`config.mk`:
```
export PLATFORM = sky130hd
export DESIGN_NAME = epoch_calendar_converter_unit
export DESIGN_NICKNAME = d
export VERILOG_FILES = /design/src/sv/ecc_pkg.sv /design/src/sv/epoch_calendar_converter_unit.sv
export SDC_FILE = /design/constraint.sdc
export NUM_CORES = 2
export LEC_CHECK = 0
export ABC_AREA = 1
export BUFFER_PORTS_ARGS = -buffer_cell sky130_fd_sc_hd__buf_4
export CAP_MARGIN = 20
export CORE_UTILIZATION = 61
export CTS_BUF_LIST = sky130_fd_sc_hd__clkbuf_16
export DETAILED_ROUTE_END_ITERATION = 8
export PLACE_DENSITY_LB_ADDON = 0.08
export SLEW_MARGIN = 0
export SYNTH_ARGS = -nofsm -noshare
export SYNTH_HDL_FRONTEND = slang
export SYNTH_SLANG_ARGS = --single-unit
```
`constraint.sdc`:
```
create_clock -name clk -period 9.3 [get_ports clk]
set_input_delay 0.465 -clock clk [delete_from_list [all_inputs] [get_ports clk]]
set_output_delay 0.465 -clock clk [all_outputs]
set_load 0.05 [all_outputs]
```
`src/sv/ecc_pkg.sv`:
```
`timescale 1ns / 1ps
`default_nettype none
// ----------------------------------------------------------------------------
// ecc_pkg
// Constants, types and calendar tables for the epoch calendar converter.
// ----------------------------------------------------------------------------
package ecc_pkg;

	typedef logic [15:0] days_t;	// day count since 2000-01-01, below 36525
	typedef logic [16:0] sod_t;	// second of day, below 86400

	localparam logic OP_CAL_TO_POSIX = 1'b0;
	localparam logic OP_POSIX_TO_CAL = 1'b1;

	localparam logic [31:0] EPOCH_2000      = 32'd946684800;
	localparam logic [31:0] EPOCH_2100_LAST = 32'd4102444799;

	localparam logic [16:0] SECS_PER_DAY  = 17'd86400;
	localparam logic [16:0] SECS_PER_HOUR = 17'd3600;
	localparam logic [16:0] SECS_PER_MIN  = 17'd60;
	localparam logic [15:0] DAYS_PER_YEAR = 16'd365;
	localparam logic [15:0] DAYS_PER_CYC  = 16'd1461;
	localparam logic [10:0] DAYS_YR1      = 11'd366;
	localparam logic [10:0] DAYS_YR2      = 11'd731;
	localparam logic [10:0] DAYS_YR3      = 11'd1096;

	// Rounded-up reciprocals: floor(x * R >> K) == floor(x / d) over the operand range.
	// (seconds >> 7) / 675, 25-bit operand
	localparam logic [25:0] DAY_RECIP  = 26'd50903317;
	localparam int          DAY_SHIFT  = 35;
	// days / 1461, 16-bit operand
	localparam logic [16:0] CYC_RECIP  = 17'd91868;
	localparam int          CYC_SHIFT  = 27;
	// second of day / 3600, 17-bit operand
	localparam logic [17:0] HOUR_RECIP = 18'd149131;
	localparam int          HOUR_SHIFT = 29;
	// second of hour / 60, 12-bit operand
	localparam logic [12:0] MIN_RECIP  = 13'd4370;
	localparam int          MIN_SHIFT  = 18;

	// Days in the year before the first of the month; 0 for a bad month.
	function automatic logic [8:0] prior_days(input logic [3:0] month, input logic leap);
		logic [8:0] d;
		case (month)
			4'd1: d = 9'd0;
			4'd2: d = 9'd31;
			4'd3: d = 9'd59;
			4'd4: d = 9'd90;
			4'd5: d = 9'd120;
			4'd6: d = 9'd151;
			4'd7: d = 9'd181;
			4'd8: d = 9'd212;
			4'd9: d = 9'd243;
			4'd10: d = 9'd273;
			4'd11: d = 9'd304;
			4'd12: d = 9'd334;
			default: d = 9'd0;
		endcase
		if (month >= 4'd3 && month <= 4'd12)
			d = d + 9'(leap);
		return d;
	endfunction

	// Length of the month in days; 0 for a bad month.
	function automatic logic [4:0] month_len(input logic [3:0] month, input logic leap);
		logic [4:0] d;
		case (month)
			4'd1, 4'd3, 4'd5, 4'd7, 4'd8, 4'd10, 4'd12: d = 5'd31;
			4'd4, 4'd6, 4'd9, 4'd11: d = 5'd30;
			4'd2: d = 5'd28 + 5'(leap);
			default: d = 5'd0;
		endcase
		return d;
	endfunction

endpackage
`default_nettype wire

```
`src/sv/epoch_calendar_converter_unit.sv`:
```
`timescale 1ns / 1ps
`default_nettype none
// ----------------------------------------------------------------------------
// epoch_calendar_converter_unit
// Converts UTC calendar time in 2000..2099 to and from 32-bit POSIX seconds.
// ----------------------------------------------------------------------------
// One request is taken per clock while res_ready stays high. The path is
// a five-register pipeline (input register, three work stages, result
// register); each stage holds at most one constant-reciprocal multiply,
// which sets the depth. Every stage has its own valid bit, so bubbles
// close up and new requests keep entering while a finished result waits
// on res_ready, until every stage is full.
// Invalid input gives a result with ok low and every other field zero.
module epoch_calendar_converter_unit (
	input  wire logic        clk,
	input  wire logic        arst_n,
	input  wire logic        req_valid,
	output logic             req_ready,
	input  wire logic        op,
	input  wire logic [7:0]  year_in,
	input  wire logic [3:0]  month_in,
	input  wire logic [4:0]  day_in,
	input  wire logic [4:0]  hour_in,
	input  wire logic [5:0]  minute_in,
	input  wire logic [5:0]  second_in,
	input  wire logic [31:0] posix_in,
	output logic             res_valid,
	input  wire logic        res_ready,
	output logic             ok,
	output logic [31:0]      posix_out,
	output logic [6:0]       year_out,
	output logic [3:0]       month_out,
	output logic [4:0]       day_out,
	output logic [4:0]       hour_out,
	output logic [5:0]       minute_out,
	output logic [5:0]       second_out
);

	// ---------------- flow control ----------------
	logic v_s1, v_s2, v_s3, v_s4, v_s5;
	logic en_s1, en_s2, en_s3, en_s4, en_s5;

	assign en_s5     = !v_s5 || res_ready;
	assign en_s4     = !v_s4 || en_s5;
	assign en_s3     = !v_s3 || en_s4;
	assign en_s2     = !v_s2 || en_s3;
	assign en_s1     = !v_s1 || en_s2;
	assign req_ready = en_s1;

	always_ff @(posedge clk or negedge arst_n) begin
		if (!arst_n) begin
			v_s1 <= 1'b0;
			v_s2 <= 1'b0;
			v_s3 <= 1'b0;
			v_s4 <= 1'b0;
			v_s5 <= 1'b0;
		end else begin
			if (en_s1) v_s1 <= req_valid;
			if (en_s2) v_s2 <= v_s1;
			if (en_s3) v_s3 <= v_s2;
			if (en_s4) v_s4 <= v_s3;
			if (en_s5) v_s5 <= v_s4;
		end
	end

	// ---------------- stage 1: input register ----------------
	logic        op_s1;
	logic [7:0]  year_s1;
	logic [3:0]  month_s1;
	logic [4:0]  day_s1;
	logic [4:0]  hour_s1;
	logic [5:0]  minute_s1;
	logic [5:0]  second_s1;
	logic [31:0] posix_s1;

	always_ff @(posedge clk) begin
		if (en_s1) begin
			op_s1     <= op;
			year_s1   <= year_in;
			month_s1  <= month_in;
			day_s1    <= day_in;
			hour_s1   <= hour_in;
			minute_s1 <= minute_in;
			second_s1 <= second_in;
			posix_s1  <= posix_in;
		end
	end

	// ---------------- stage A: checks, day count, day split ----------------
	logic              leap_a;
	logic              cal_ok_a;
	logic              rng_ok_a;
	ecc_pkg::days_t    dcnt_a;
	ecc_pkg::sod_t     tod_a;
	logic [31:0]       rel_a;
	logic [50:0]       xprod_a;

	always_comb begin
		leap_a   = (year_s1[1:0] == 2'b00);
		cal_ok_a = (year_s1 <= 8'd99) && (month_s1 >= 4'd1) && (month_s1 <= 4'd12) &&
			(day_s1 != 5'd0) && (day_s1 <= ecc_pkg::month_len(month_s1, leap_a)) &&
			(hour_s1 <= 5'd23) && (minute_s1 <= 6'd59) && (second_s1 <= 6'd59);
		// years * 365 + leap days already passed + days before month + day - 1
		dcnt_a = 16'(year_s1[6:0]) * ecc_pkg::DAYS_PER_YEAR
			+ 16'((8'(year_s1[6:0]) + 8'd3) >> 2)
			+ 16'(ecc_pkg::prior_days(month_s1, leap_a))
			+ 16'(day_s1) - 16'd1;
		tod_a = 17'(hour_s1) * ecc_pkg::SECS_PER_HOUR
			+ 17'(minute_s1) * ecc_pkg::SECS_PER_MIN + 17'(second_s1);
		rng_ok_a = (posix_s1 >= ecc_pkg::EPOCH_2000) && (posix_s1 <= ecc_pkg::EPOCH_2100_LAST);
		rel_a    = posix_s1 - ecc_pkg::EPOCH_2000;
		// 86400 = 128 * 675: drop the low 7 bits, then divide by 675
		xprod_a  = 51'(rel_a[31:7]) * 51'(ecc_pkg::DAY_RECIP);
	end

	logic           op_s2, ok_s2;
	ecc_pkg::days_t dcnt_s2;
	ecc_pkg::sod_t  tod_s2;
	logic [24:0]    relx_s2;
	logic [6:0]     rello_s2;
	ecc_pkg::days_t days_s2;

	always_ff @(posedge clk) begin
		if (en_s2) begin
			op_s2    <= op_s1;
			ok_s2    <= (op_s1 == ecc_pkg::OP_POSIX_TO_CAL) ? rng_ok_a : cal_ok_a;
			dcnt_s2  <= dcnt_a;
			tod_s2   <= tod_a;
			relx_s2  <= rel_a[31:7];
			rello_s2 <= rel_a[6:0];
			days_s2  <= xprod_a[ecc_pkg::DAY_SHIFT +: 16];
		end
	end

	// ---------------- stage B: seconds sum, cycle index ----------------
	logic [32:0] cprod_b;
	logic [24:0] pd_b;
	logic [31:0] posix_b;

	always_comb begin
		cprod_b = 33'(days_s2) * 33'(ecc_pkg::CYC_RECIP);
		pd_b    = 25'(days_s2) * 25'd675;
		posix_b = ecc_pkg::EPOCH_2000 + 32'(dcnt_s2) * 32'(ecc_pkg::SECS_PER_DAY)
			+ 32'(tod_s2);
	end

	logic           op_s3, ok_s3;
	ecc_pkg::days_t days_s3;
	logic [4:0]     cidx_s3;
	logic [24:0]    pd_s3;
	logic [24:0]    relx_s3;
	logic [6:0]     rello_s3;
	logic [31:0]    posix_s3;

	always_ff @(posedge clk) begin
		if (en_s3) begin
			op_s3    <= op_s2;
			ok_s3    <= ok_s2;
			days_s3  <= days_s2;
			cidx_s3  <= cprod_b[ecc_pkg::CYC_SHIFT +: 5];
			pd_s3    <= pd_b;
			relx_s3  <= relx_s2;
			rello_s3 <= rello_s2;
			posix_s3 <= posix_b;
		end
	end

	// ---------------- stage C: second of day, hour, year ----------------
	logic [9:0]     sub_c;
	ecc_pkg::sod_t  sod_c;
	logic [34:0]    hprod_c;
	ecc_pkg::days_t cyc_days_c;
	logic [10:0]    doc_c;
	logic [1:0]     yi_c;
	logic [8:0]     doy_c;

	always_comb begin
		sub_c      = 10'(relx_s3 - pd_s3);
		sod_c      = {sub_c, rello_s3};
		hprod_c    = 35'(sod_c) * 35'(ecc_pkg::HOUR_RECIP);
		cyc_days_c = 16'(cidx_s3) * ecc_pkg::DAYS_PER_CYC;
		doc_c      = 11'(days_s3 - cyc_days_c);
		if (doc_c >= ecc_pkg::DAYS_YR3) begin
			yi_c  = 2'd3;
			doy_c = 9'(doc_c - ecc_pkg::DAYS_YR3);
		end else if (doc_c >= ecc_pkg::DAYS_YR2) begin
			yi_c  = 2'd2;
			doy_c = 9'(doc_c - ecc_pkg::DAYS_YR2);
		end else if (doc_c >= ecc_pkg::DAYS_YR1) begin
			yi_c  = 2'd1;
			doy_c = 9'(doc_c - ecc_pkg::DAYS_YR1);
		end else begin
			yi_c  = 2'd0;
			doy_c = 9'(doc_c);
		end
	end

	logic          op_s4, ok_s4;
	logic [31:0]   posix_s4;
	logic [6:0]    yr_s4;
	logic [8:0]    doy_s4;
	logic          leap_s4;
	ecc_pkg::sod_t sod_s4;
	logic [4:0]    hour_s4;

	always_ff @(posedge clk) begin
		if (en_s4) begin
			op_s4    <= op_s3;
			ok_s4    <= ok_s3;
			posix_s4 <= posix_s3;
			yr_s4    <= {cidx_s3, yi_c};
			doy_s4   <= doy_c;
			leap_s4  <= (yi_c == 2'd0);
			sod_s4   <= sod_c;
			hour_s4  <= hprod_c[ecc_pkg::HOUR_SHIFT +: 5];
		end
	end

	// ---------------- stage D: month, day, minute, second ----------------
	logic [3:0]  month_d;
	logic [4:0]  day_d;
	logic [11:0] soh_d;
	logic [24:0] mprod_d;
	logic [5:0]  minute_d;
	logic [5:0]  second_d;

	always_comb begin
		// thresholds rise with the month, so the last hit is the month
		month_d = 4'd1;
		for (int m = 2; m <= 12; m++) begin
			if (doy_s4 >= ecc_pkg::prior_days(4'(m), leap_s4))
				month_d = 4'(m);
		end
		day_d    = 5'(doy_s4 - ecc_pkg::prior_days(month_d, leap_s4) + 9'd1);
		soh_d    = 12'(sod_s4 - 17'(hour_s4) * ecc_pkg::SECS_PER_HOUR);
		mprod_d  = 25'(soh_d) * 25'(ecc_pkg::MIN_RECIP);
		minute_d = mprod_d[ecc_pkg::MIN_SHIFT +: 6];
		second_d = 6'(soh_d - 12'(minute_d) * 12'd60);
	end

	// ---------------- stage 5: result register ----------------
	logic        ok_s5;
	logic [31:0] posix_s5;
	logic [6:0]  year_s5;
	logic [3:0]  month_s5;
	logic [4:0]  day_s5;
	logic [4:0]  hour_s5;
	logic [5:0]  minute_s5;
	logic [5:0]  second_s5;
	logic        cal_sel_d;
	logic        posix_sel_d;

	assign posix_sel_d = ok_s4 && (op_s4 == ecc_pkg::OP_CAL_TO_POSIX);
	assign cal_sel_d   = ok_s4 && (op_s4 == ecc_pkg::OP_POSIX_TO_CAL);

	always_ff @(posedge clk) begin
		if (en_s5) begin
			ok_s5     <= ok_s4;
			posix_s5  <= posix_sel_d ? posix_s4 : 32'd0;
			year_s5   <= cal_sel_d ? yr_s4 : 7'd0;
			month_s5  <= cal_sel_d ? month_d : 4'd0;
			day_s5    <= cal_sel_d ? day_d : 5'd0;
			hour_s5   <= cal_sel_d ? hour_s4 : 5'd0;
			minute_s5 <= cal_sel_d ? minute_d : 6'd0;
			second_s5 <= cal_sel_d ? second_d : 6'd0;
		end
	end

	assign res_valid  = v_s5;
	assign ok         = ok_s5;
	assign posix_out  = posix_s5;
	assign year_out   = year_s5;
	assign month_out  = month_s5;
	assign day_out    = day_s5;
	assign hour_out   = hour_s5;
	assign minute_out = minute_s5;
	assign second_out = second_s5;

`ifndef NO_ASSERTIONS
	// rejected requests carry an all-zero result
	a_zero_on_fail: assert property (@(posedge clk) disable iff (!arst_n)
		res_valid && !ok |-> posix_out == 32'd0 && year_out == 7'd0 && month_out == 4'd0 &&
		day_out == 5'd0 && hour_out == 5'd0 && minute_out == 6'd0 && second_out == 6'd0)
		else $error("failed result has nonzero fields");

	// calendar results stay in their ranges
	a_cal_range: assert property (@(posedge clk) disable iff (!arst_n)
		res_valid && ok && posix_out == 32'd0 |-> month_out >= 4'd1 && month_out <= 4'd12 &&
		day_out >= 5'd1 && year_out <= 7'd99 && hour_out <= 5'd23 &&
		minute_out <= 6'd59 && second_out <= 6'd59)
		else $error("calendar field out of range");

	a_day_fits: assert property (@(posedge clk) disable iff (!arst_n)
		res_valid && ok && posix_out == 32'd0 |->
		day_out <= ecc_pkg::month_len(month_out, year_out[1:0] == 2'b00))
		else $error("day beyond end of month");

	// an item held in the last work stage is never dropped while stalled
	a_hold_s4: assert property (@(posedge clk) disable iff (!arst_n)
		v_s4 && !en_s5 |=> v_s4)
		else $error("stalled item lost in stage 4");

	a_enter: assert property (@(posedge clk) disable iff (!arst_n)
		req_valid && req_ready |=> v_s1)
		else $error("accepted request not captured");
`endif

endmodule
`default_nettype wire
```
* Yosys cells after proc, flatten, opt, wreduce, memory -nomap -nowiden *
Memory sizes are Yosys's and may differ from the RTL's. A register that Yosys moved wholly into a read port is not among the register bits.
Index checks and enable logic that the tools add are counted.

storage, ports and cells
  input port bits = 71
  register bits = 351
  word-level logic and storage cells = 178
  ROM bits = 288
  memories kept = 2
  output and inout port bits = 68

memories
  name             words  bits a word  read ports  clocked after Yosys merged registers in  write ports  RTL line       source
  (no name shown)  16     9            1           0                                        0            ecc_pkg.sv:44  case (month)
  (no name shown)  16     9            1           1                                        0            ecc_pkg.sv:44

cells by class
  mux-type cells = 22
  reductions and logical operators = 27
  add/sub/neg operators = 32
  multiply operators = 12
  order comparisons = 26
  bitwise operators = 1
  eq/ne operators = 12

operator list
  kind                    number
  $ge 9x9->1              7
  $mul 25x26->51 const B  1
  $mux 4                  11
  $add 8x1->9 const A     4
  $mux 9                  4
  $mul 17x18->34 const B  1
  $add 30x32->32 const A  1
  $add 32x17->32          1
  $ge 32x30->1 const B    1
  $le 32x32->1 const B    1
  $sub 32x30->32 const B  1
  $mul 16x15->30 const B  1
  $add 9x1->9 const A     3
  $mul 16x10->25 const B  1
  $mul 12x12->23 const B  1
  $eq 4x4->1 const B      5
  $ge 9x8->1              2
  $add 17x12->17          1
  $add 17x6->17           1
  $add 16x5->16           1
  $add 16x6->16           1
  $add 16x9->16           1
  $add 7x1->8 const A     2
  $eq 4x3->1 const B      4
  other kinds (48)        75

* Longest topological paths before layout *
  depth after elaboration = 17
  depth in mapped cells = 37

* Least setup slack after synthesis *
Ideal clock, no wire load.

  kind = reg-to-reg
  from = register v_s5 (netlist: res_valid)
  to = register with a tool-made name
  setup time = 0.127 ns
  required time = 9.173 ns
  clock period less this slack = 8.235 ns
  data arrival time = 8.108 ns
  setup slack = 1.065 ns
  buffers on the path = 0
  stages on the path, launching flop included = 14
  path through = dfrtp_1 -> inv_1 -> nor2_1 -> inv_2 -> nor2_1 -> inv_1 -> nor2_1 -> inv_1 -> nor2_1 -> nand2_1 -> o21ai_0 -> ha_1 -> nand3_1 -> nand3_1

RTL lines
  what                    RTL line                             source
  from (decl)             epoch_calendar_converter_unit.sv:40  logic v_s1, v_s2, v_s3, v_s4, v_s5;
  from (signal assigned)  epoch_calendar_converter_unit.sv:62  if (en_s5) v_s5 <= v_s4;

* Worst setup path after layout *
  from = register posix_s1[7]
  to = register days_s2[14] (data pin)

between the ends
  longest elaborated chain between the ends = 2

ends and longest elaborated chain
  what                    RTL line                              source
  from (decl)             epoch_calendar_converter_unit.sv:74   logic [31:0] posix_s1;
  from (signal assigned)  epoch_calendar_converter_unit.sv:85   posix_s1 <= posix_in;
  $sub 32x30->32          epoch_calendar_converter_unit.sv:111  rel_a = posix_s1 - ecc_pkg::EPOCH_2000;
  $mul 25x26->51          epoch_calendar_converter_unit.sv:113  xprod_a = 51'(rel_a[31:7]) * 51'(ecc_pkg::DAY_RECIP);
  named net xprod_a[49]   epoch_calendar_converter_unit.sv:96   logic [50:0] xprod_a;
  to (signal assigned)    epoch_calendar_converter_unit.sv:131  days_s2 <= xprod_a[ecc_pkg::DAY_SHIFT +: 16];
  to (decl)               epoch_calendar_converter_unit.sv:121  ecc_pkg::days_t days_s2;

The timed path passes the listed nets, and every way through them passes these cells.
A chain may end at the register's enable or synchronous reset.

==> results.py <==
metrics = {
    "sta": {
        "layout_min_cycle_time_ns": 8.41,
        "maxSlewViolCount": 0,
        "fin_worst_skew_ns": 0.0366,
        "timing.setup.tns_ns": 0,
        "hold_viol_final": 0,
        "fmax_mhz": 119,
        "whs_ns": 0.0616,
        "worst_pin_slew_ns": 0.985,
        "rsz0062_at_grt": "no",
        "setup_viol": 0,
        "slew_headroom_pct": 34.3,
        "period_share_pct": 90.4,
    },
    "clock_network": {
        "hold_buffers": 1,
        "cts.sinks": 359,
        "cts_tree": "built",
        "post_cts_resized": 0,
        "cts_buffers": 42,
        "cts_buffer_depth": 3,
        "insertion_delay_ns": 0.59,
        "postCtsSetupBuffers": 0,
        "path_clk_slew_ns": 0.06,
        "root_buffer": "clkbuf_16",
        "h-tree-depth": 2,
    },
    "drt": {
        "ant_nets": 0,
        "drc": 11,
        "vias_per_cell": 5.23,
        "drt_iter0_markers": 1469,
        "dr_total_vias": 30754,
        "wl_per_cell_um": 16.5,
        "firstDrtPassIters": 7,
        "wl_um": 97100,
    },
    "finish": {
        "nFillCells": 5964,
        "area_delta_synth_final_pct": 8.05,
        "multi_input_area_um2": 30000,
        "num_antenna_cells": 0,
        "drive_gt1_share_pct": 5.34,
        "layout.area.seq_um2": 10700,
        "fin_area_um2": 48900,
        "finalNetCount": 6370,
    },
    "yosys": {
        "synth_warnings": 0,
        "ys_seq_elements": 359,
        "synthFlopType": "edfxtp_1",
        "yosysMostFrequentCell": "inv_1",
        "ys_seq_area_share_pct": 23.6,
        "synth_cells": 4707,
        "syn_area_um2": 45200,
        "synth_common_cells": "1198 x inv_1, 942 x ha_1, 523 x nand2_1",
        "synth.area.top_cells": "ha_1 26%, edfxtp_1 23%, fa_1 21%",
        "syn_area_per_cell_um2": 9.61,
        "syn-num-nets": 6184,
        "synth_cell_types": 59,
        "synth-edff-count": 345,
        "async_reset_ff_share_pct": 1.39,
        "yosys.area.top_type_share_pct": 26.0,
        "synth_largest_area_cell": "ha_1",
    },
    "run_status": {
        "violations": "design-rule violations",
        "status": "finished, violations left",
    },
    "critical_path": {
        "cp-start-kind": "flip-flop",
        "cp_data_arrival_time_ns": 8.73,
        "path_class": "flip-flop to flip-flop",
        "crit_path_end_kind": "flip-flop",
        "slowest_delay_ns": 0.54,
        "required_ns": 9.62,
        "cpMaxStageDelayCell": "fa_1",
        "cpMostUsedCell": "fa_1",
        "critPathMaxFanout": 8,
    },
    "floorplan": {
        "rows": 99,
        "die_h_um": 274,
        "initial_core_util_pct": 61.8,
        "die_x_um": 274,
        "die-area_um2": 75300,
        "coreArea_um2": 73200,
        "boundaryPins": 139,
    },
    "placed_design": {
        "gp_congestion": 0.953,
        "dp.final_hpwl_um": 83100,
        "port_buffers": 138,
        "place_area_um2": 47500,
    },
    "global_routing": {
        "grt_util_met1_pct": 35.1,
        "grtUsageMet3_pct": 2.58,
        "grt_pass1_vias": 31162,
        "grt_usage_pct": 26.6,
        "grt_max_degree": 78,
        "busiest_layer": "met2",
        "grt_pass1_wl_um": 157000,
        "gr-usage-met2_pct": 46.4,
        "antenna_found_initial": 1,
        "grt.overflow.total": 0,
    },
    "hold_path": {
        "hold_path.class": "primary input to flip-flop",
    },
    "run": {
        "max_cap_viol_count": 0,
    },
}
[routing by layer]
metal  up-vias  wire (um)
li1      15393          -
met1     14662      43700
met2       573      47200
met3       124       3530
met4         2       2640
met5         -         12
[cells in the final DEF (no fill, tap or decap), types with 123 or more instances in the layout]
cell type  netlist  layout
buf_4            1     154
ha_1           942     942
nand3_1        123     123
a21oi_1        228     228
nand2_1        523     522
edfxtp_1       345     345
nor2_1         291     291
xor2_1         135     135
inv_1         1198    1202
fa_1           464     464
[cell families (layout without fill, tap and decap cells)]
| logic type | count (synthesis) | after routing | synth area share, % |
|---|---|---|---|
| xor+xnor | 221 | 221 | 4.43 |
| compound gates | 459 | 459 | 5.71 |
| fa+ha+maj | 1406 | 1406 | 46.6 |
| flops | 359 | 359 | 23.6 |
| buf+inv | 1221 | 1438 | 10.2 |
| simple gates | 1041 | 1041 | 9.55 |
[critical path: cells and delay by family (launching register included)]
kind | cells | cell delay (ns)
AO/OA/AOI/OAI | 7 | 1.41
buffers and inverters | 5 | 0.54
AND/OR/NAND/NOR | 9 | 1.41
adder cells (fa/ha/maj) | 9 | 3.92
flip-flops | 1 | 0.51
XOR/XNOR | 2 | 0.40
[registers in the layout (all words and copies together), names as in the netlist, 9 cells and up, named ones only]
signal,flops
days_s2,16
pd_s3,9
sod_s4,12
days_s3,11
dcnt_s2,16
relx_s2,10
posix_s1,32
tod_s2,17
posix_s4,32
relx_s3,10
doy_s4,9
posix_out,32
posix_s3,32
[worst paths after layout]
check                                 startpoint                endpoint  slack [ns]  cells past startpoint
setup / recovery           posix_s1[7]$_DFFE_PN_   days_s2[14]$_DFFE_PP_        0.89                     32
max in group asynchronous                 arst_n        v_s4$_DFFE_PN0P_        8.89                      2
hold reg to reg            posix_s3[7]$_DFFE_PP_   posix_s4[7]$_DFFE_PP_        0.40                      0
hold / removal                      posix_in[20]  posix_s1[20]$_DFFE_PN_        0.06                      1
min in group asynchronous                 arst_n        v_s1$_DFFE_PN0N_        0.24                      2
setup reg to reg           posix_s1[7]$_DFFE_PN_   days_s2[14]$_DFFE_PP_        0.89                     32
[through the flow]
stage | cells | utilization, % | setup WS [ns]
floorplan | 4707 | - | 1.07
global placement | 5807 | 65.0 | 1.11
detailed placement | 5807 | 65.0 | 0.888
CTS | 5883 | 66.8 | 0.879
global route | 5883 | 66.8 | 0.169
finish | 5883 | 66.8 | 0.893
[cell type report]
| class | instances | share of cell area (%) |
|---|---|---|
| Multi-Input combinational cell | 3127 | 61.3 |
| Sequential cell | 359 | 21.8 |
| Inverter | 1208 | 9.28 |
| Tap cell | 959 | 2.45 |
| Timing Repair Buffer | 155 | 2.39 |
| Clock buffer | 42 | 2.15 |
| Clock inverter | 33 | 0.571 |
Power is not shown: default switching activity piles up to over one toggle a cycle in this logic, so the estimate is an artifact.
